**src/hw/rtl/tslm_pkg.sv**
```systemverilog
// Shared constants, codes and control structs for the tolerant sorted-list merge.
// No dependencies; imported by every module of the block.
package tslm_pkg;

  localparam int LIST_DEPTH = 1024;
  localparam int VALUE_BITS = 32;
  localparam int TOL_W      = 31;
  localparam int ADDR_W     = $clog2(LIST_DEPTH);
  localparam int CNT_W      = $clog2(LIST_DEPTH + 1);
  localparam int CMP_W      = ((VALUE_BITS > TOL_W) ? VALUE_BITS : TOL_W) + 1;

  typedef enum logic [1:0] {
    MODE_POINT = 2'd0,
    MODE_LAST  = 2'd1,
    MODE_END   = 2'd2,
    MODE_NONE  = 2'd3
  } mode_e;

  typedef enum logic [1:0] {
    OP_KEEP   = 2'd0,
    OP_INSERT = 2'd1,
    OP_REMOVE = 2'd2,
    OP_DROP   = 2'd3
  } op_e;

  typedef struct packed {
    logic accept;     // latch the request, clear the run counter
    logic advance;    // step past one stored point above the band
    logic emit_head;  // send the remove run that precedes the edit
    logic edit;       // send keep, insert or drop and update the lists
    logic finish;     // send the tail remove if any, swap banks
  } cmd_t;

  typedef struct packed {
    logic scan_more;
    logic run_nz;
    logic out_free;
    logic tail_pend;
    logic mode_last;
  } sts_t;

endpackage

```
**src/hw/rtl/tslm_ctrl.sv**
```systemverilog
// Controller state machine of the tolerant sorted-list merge.
// Depends on tslm_pkg for the mode codes and the command/status structs.
module tslm_ctrl import tslm_pkg::*; (
  input  logic       clk_i,
  input  logic       rst_ni,
  input  logic       in_valid_i,
  input  logic [1:0] mode_i,
  output logic       in_ready_o,
  input  sts_t       sts_i,
  output cmd_t       cmd_o
);

  typedef enum logic [3:0] {
    ST_IDLE = 4'b0001,
    ST_SCAN = 4'b0010,
    ST_EDIT = 4'b0100,
    ST_TAIL = 4'b1000
  } state_e;

  state_e state_q, state_d;

  always_comb begin
    state_d    = state_q;
    cmd_o      = '0;
    in_ready_o = 1'b0;
    case (state_q)
      ST_IDLE: begin
        in_ready_o = 1'b1;
        if (in_valid_i) begin
          cmd_o.accept = 1'b1;
          case (mode_e'(mode_i))
            MODE_POINT, MODE_LAST: state_d = ST_SCAN;
            MODE_END:              state_d = ST_TAIL;
            default:               state_d = ST_IDLE;
          endcase
        end
      end
      ST_SCAN: begin
        if (sts_i.scan_more) begin
          cmd_o.advance = 1'b1;
        end else if (sts_i.out_free) begin
          if (sts_i.run_nz) begin
            cmd_o.emit_head = 1'b1;
            state_d = ST_EDIT;
          end else begin
            cmd_o.edit = 1'b1;
            state_d = sts_i.mode_last ? ST_TAIL : ST_IDLE;
          end
        end
      end
      ST_EDIT: begin
        if (sts_i.out_free) begin
          cmd_o.edit = 1'b1;
          state_d = sts_i.mode_last ? ST_TAIL : ST_IDLE;
        end
      end
      ST_TAIL: begin
        if (!sts_i.tail_pend || sts_i.out_free) begin
          cmd_o.finish = 1'b1;
          state_d = ST_IDLE;
        end
      end
      default: state_d = ST_IDLE;
    endcase
  end

  always_ff @(posedge clk_i or negedge rst_ni) begin
    if (!rst_ni) begin
      state_q <= ST_IDLE;
    end else begin
      state_q <= state_d;
    end
  end

endmodule

```
**config.mk**
```make
export PLATFORM = sky130hd
export DESIGN_NAME = tslm_ctrl
export DESIGN_NICKNAME = d
export VERILOG_FILES = /design/src/hw/rtl/tslm_pkg.sv /design/src/hw/rtl/tslm_ctrl.sv
export SDC_FILE = /design/constraint.sdc
export NUM_CORES = 1
export LEC_CHECK = 0
export ABC_AREA = 1
export BUFFER_PORTS_ARGS = -buffer_cell sky130_fd_sc_hd__buf_2
export CORE_AREA = 2 2 39 41
export DETAILED_ROUTE_END_ITERATION = 10
export DIE_AREA = 0 0 41 43
export GPL_ROUTABILITY_DRIVEN = 0
export PLACE_DENSITY_LB_ADDON = 0.15
export SETUP_SLACK_MARGIN = 0.5
export SLEW_MARGIN = 20
export SYNTH_ARGS = -nofsm -noshare
export SYNTH_HDL_FRONTEND = slang
export SYNTH_SLANG_ARGS = --single-unit
```
**constraint.sdc**
```tcl
create_clock -name clk_i -period 1.4 [get_ports clk_i]
set_input_delay 0.35 -clock clk_i [delete_from_list [all_inputs] [get_ports clk_i]]
set_output_delay 0.35 -clock clk_i [all_outputs]
set_load 0.02 [all_outputs]
```
==> flow_summary.toml <==
[min_path]
hold_path_class = "in2reg"
holdCritStartpoint = "sts_i[2]"
hold_depth = 2
worst_hold_path.endpoint = "state_q[2]$_DFFE_PN0P_"

[clock_network]
cts-root-buf = "sky130_fd_sc_hd__clkbuf_4"
reg_clk_slew_reported_paths_ps = 40
cts-root-to-sink-buffers = 2
clk-insertion-delay-late_ps = 230
cts_num_sinks = 4
htree_levels = 1
cts_tree = "done"
cts_made_buffers = 3

[run_status]
status = "finished with violations"
violated_checks = "setup timing"

[timing]
hold_violations = 0
max_slew_headroom_pct = 83.0
clock_skew_ps = 4.81
layout_setup_ws_ps = -194
finalMaxSlewViolations = 0
fmax_mhz = 627
post-route-period-util_pct = 114
grt_setup_unrepaired = "yes"
timing.final.crit_period_ps = 1590
setup_tns_ps = -917
timing.final.setup_violations = 6
worstMarginPinSlew_ps = 254

[worst_setup_path]
worstPathArrival_ps = 1240
worst_r2r_path_depth = 8
r2r_end = "state_q[1]$_DFFE_PN0P_"
crit_path_end_kind = "output port"
regToRegStartpoint = "state_q[0]$_DFFE_PN1P_"
critPathRequiredTime_ps = 1050
critical_setup_path_class = "reg2out"
critical_path_peak_fanout = 4
worst_setup_path_start_kind = "register"
reg2reg_slack_ps = 140

[final_layout]
area_of_all_placed_cells_without_fillers_um2 = 691
register_bank_with_the_most_flops = "state_q"
top_regs = "state_q: 4 flops"
antenna_cells_inserted = 0
post_route_cells_drive_above_1_share_pct = 56.4
nets = 105
final_cell_count_no_fill = 110
fillers = 154
areaGrowthSynthToFinish_pct = 79.2
largest_register_ff_count = 4

[route]
via_count = 484
drtIter0Drc = 6
drtPass1Iterations = 2
drcViolationCount = 0
antenna_left = 0
post_drt_via_cell_ratio = 4.40
routedWlPerCell_um = 9.01
routed_wl_um = 991

[floorplanning]
top_level_ports = 16
design.die.area_um2 = 1760
die_w_um = 41
floorplan.initialDensity_pct = 27.8
floorplan.core_area_um2 = 1380
die_height_um = 43
num_rows = 14

[yosys]
yosys.cell_types.count = 16
post_synth_edffs = 0
async_flop_share_pct = 100
synthesis.yosys.warnings = 0
synth_largest_area_cell = "sky130_fd_sc_hd__dfrtp_1"
register_bit_count_reported_by_yosys = 4
mappedNetlistArea_um2 = 385
syn_nets = 74
seq_area_frac_synth_pct = 26.3
synthesis.instances = 64
netlist_top_cells_area = "sky130_fd_sc_hd__dfrtp_1, sky130_fd_sc_hd__nand3_1, sky130_fd_sc_hd__inv_1"
yosys.cell_count.top_type = "sky130_fd_sc_hd__inv_1"
synthFlopType = "sky130_fd_sc_hd__dfrtp_1"
postSynthAreaPerCell_um2 = 6.02
synth_top_area_share_pct = 19.5
most_numerous_cell_types_in_the_synthesized_netlist = "sky130_fd_sc_hd__inv_1, sky130_fd_sc_hd__nand3_1, sky130_fd_sc_hd__nor2_1"

[global_route]
global_route.usage.total_pct = 13.9
grt_pass1_vias = 424
number_of_antenna_violations_at_the_first_check_in_global_routing = 0
grt_first_pass_wirelength_mm = 1.64
global_route.overflow_total = 0
grt_start_max_net_pins = 6

[placement]
io_buffers = 15
placed_cells = 101
dpl-instance-area_um2 = 559
hpwl_detailed_um = 810

[power_and_ir_drop]
vdd.ir_drop.worst_mv = 0.716
leakage_uw = 0.000369
power_per_cell_area_nw_per_um2 = 1280
post-layout-total-power_uw = 887

[flow_run]
max_cap_viol_count = 0
[power by group]
group	total (uW)	internal, uW	switching [uW]
Sequential	208	158	50.9
Clock	154	107	46.9
Combinational	525	240	285
[layout by cell type, fill, tap and decap left out]
cell type,netlist,final
sky130_fd_sc_hd__dfrtp_2,0,1
sky130_fd_sc_hd__dlygate4sd3_1,0,1
sky130_fd_sc_hd__nand4_1,1,1
sky130_fd_sc_hd__dfstp_2,1,1
sky130_fd_sc_hd__o21ai_1,1,1
sky130_fd_sc_hd__buf_6,0,4
sky130_fd_sc_hd__nand3b_1,1,1
sky130_fd_sc_hd__clkbuf_1,0,1
sky130_fd_sc_hd__nor2_1,11,7
sky130_fd_sc_hd__buf_4,0,10
sky130_fd_sc_hd__o22ai_4,0,1
sky130_fd_sc_hd__inv_2,2,4
sky130_fd_sc_hd__nand3_1,11,10
sky130_fd_sc_hd__buf_2,0,11
sky130_fd_sc_hd__nor2_2,2,3
sky130_fd_sc_hd__inv_1,12,10
sky130_fd_sc_hd__nand2_2,5,6
sky130_fd_sc_hd__a21oi_1,1,1
sky130_fd_sc_hd__clkbuf_4,0,3
sky130_fd_sc_hd__nor2_4,2,5
sky130_fd_sc_hd__nor3_4,0,1
sky130_fd_sc_hd__dfrtp_1,3,2
sky130_fd_sc_hd__nand2_4,0,2
sky130_fd_sc_hd__nand3_2,0,1
sky130_fd_sc_hd__nand2_1,9,6
[kinds of logic after synthesis]
group,Yosys count,synth area share (%)
AND/OR/NAND/NOR,43,55.8
buffers and inverters,14,13.6
flip-flops,4,26.3
AO/OA/AOI/OAI,3,4.22
[worst max-delay path by stage]
stage	depth (start not counted)	from	slack [ps]	end
6_report	6	state_q[2]$_DFFE_PN0P_	-190	cmd_o[2]
5_1_grt	6	state_q[2]$_DFFE_PN0P_	-270	cmd_o[2]
4_1_cts	6	state_q[3]$_DFFE_PN0P_	-240	cmd_o[2]
3_5_place_dp	6	state_q[2]$_DFFE_PN0P_	-30	cmd_o[2]
3_3_place_gp	6	state_q[2]$_DFFE_PN0P_	-20	cmd_o[2]
2_1_floorplan	3	state_q[1]$_DFFE_PN0P_	80	cmd_o[1]
[timing repair]
item / CTS / global route
pin swaps: 2 / 7
hold buffers: 1 / 0
resized for setup: 9 / 10
setup endpoints to repair: 10 / 10
endpoints found under the hold margin: 3 / 0
buffers inserted: 1 / 3
[final cells by class]
class	instances	area [um2]	area share [%]
inverters	14	52.6	7.61
clock buffers	4	26.3	3.80
flip-flops and latches	4	103	14.9
well taps	16	20.0	2.90
multi-input cells	46	304	44.0
repair buffers	26	185	26.8
[stage by stage]
stage	hold slack [ps]	util [%]	setup WS [ps]
after floorplan	54.4	-	84.6
after global placement	156	40.4	-21.2
after detailed placement	156	40.4	-28.5
after CTS	371	45.8	-242
after global routing	408	49.9	-271
final	381	49.9	-194
[routing by layer]
metal  GRT usage (%)  vias to the layer above  share of wire, %
li1                -                      258                 -
met4            8.00                        0                 0
met1            16.7                      218                44
met2            21.6                        8                52
met3            3.14                        0               3.8
met5               0                        -                 0
[critical path, cell delays in order, from the launching register on]
cell and delay (ps):
sky130_fd_sc_hd__dfrtp_1 410, sky130_fd_sc_hd__nor2_4 190, sky130_fd_sc_hd__nand2_4 90, sky130_fd_sc_hd__nor2_4 90, sky130_fd_sc_hd__nand3_2 70, sky130_fd_sc_hd__inv_2 60
sky130_fd_sc_hd__buf_6 100
No activity file was read; power rests on OpenSTA's default activity.
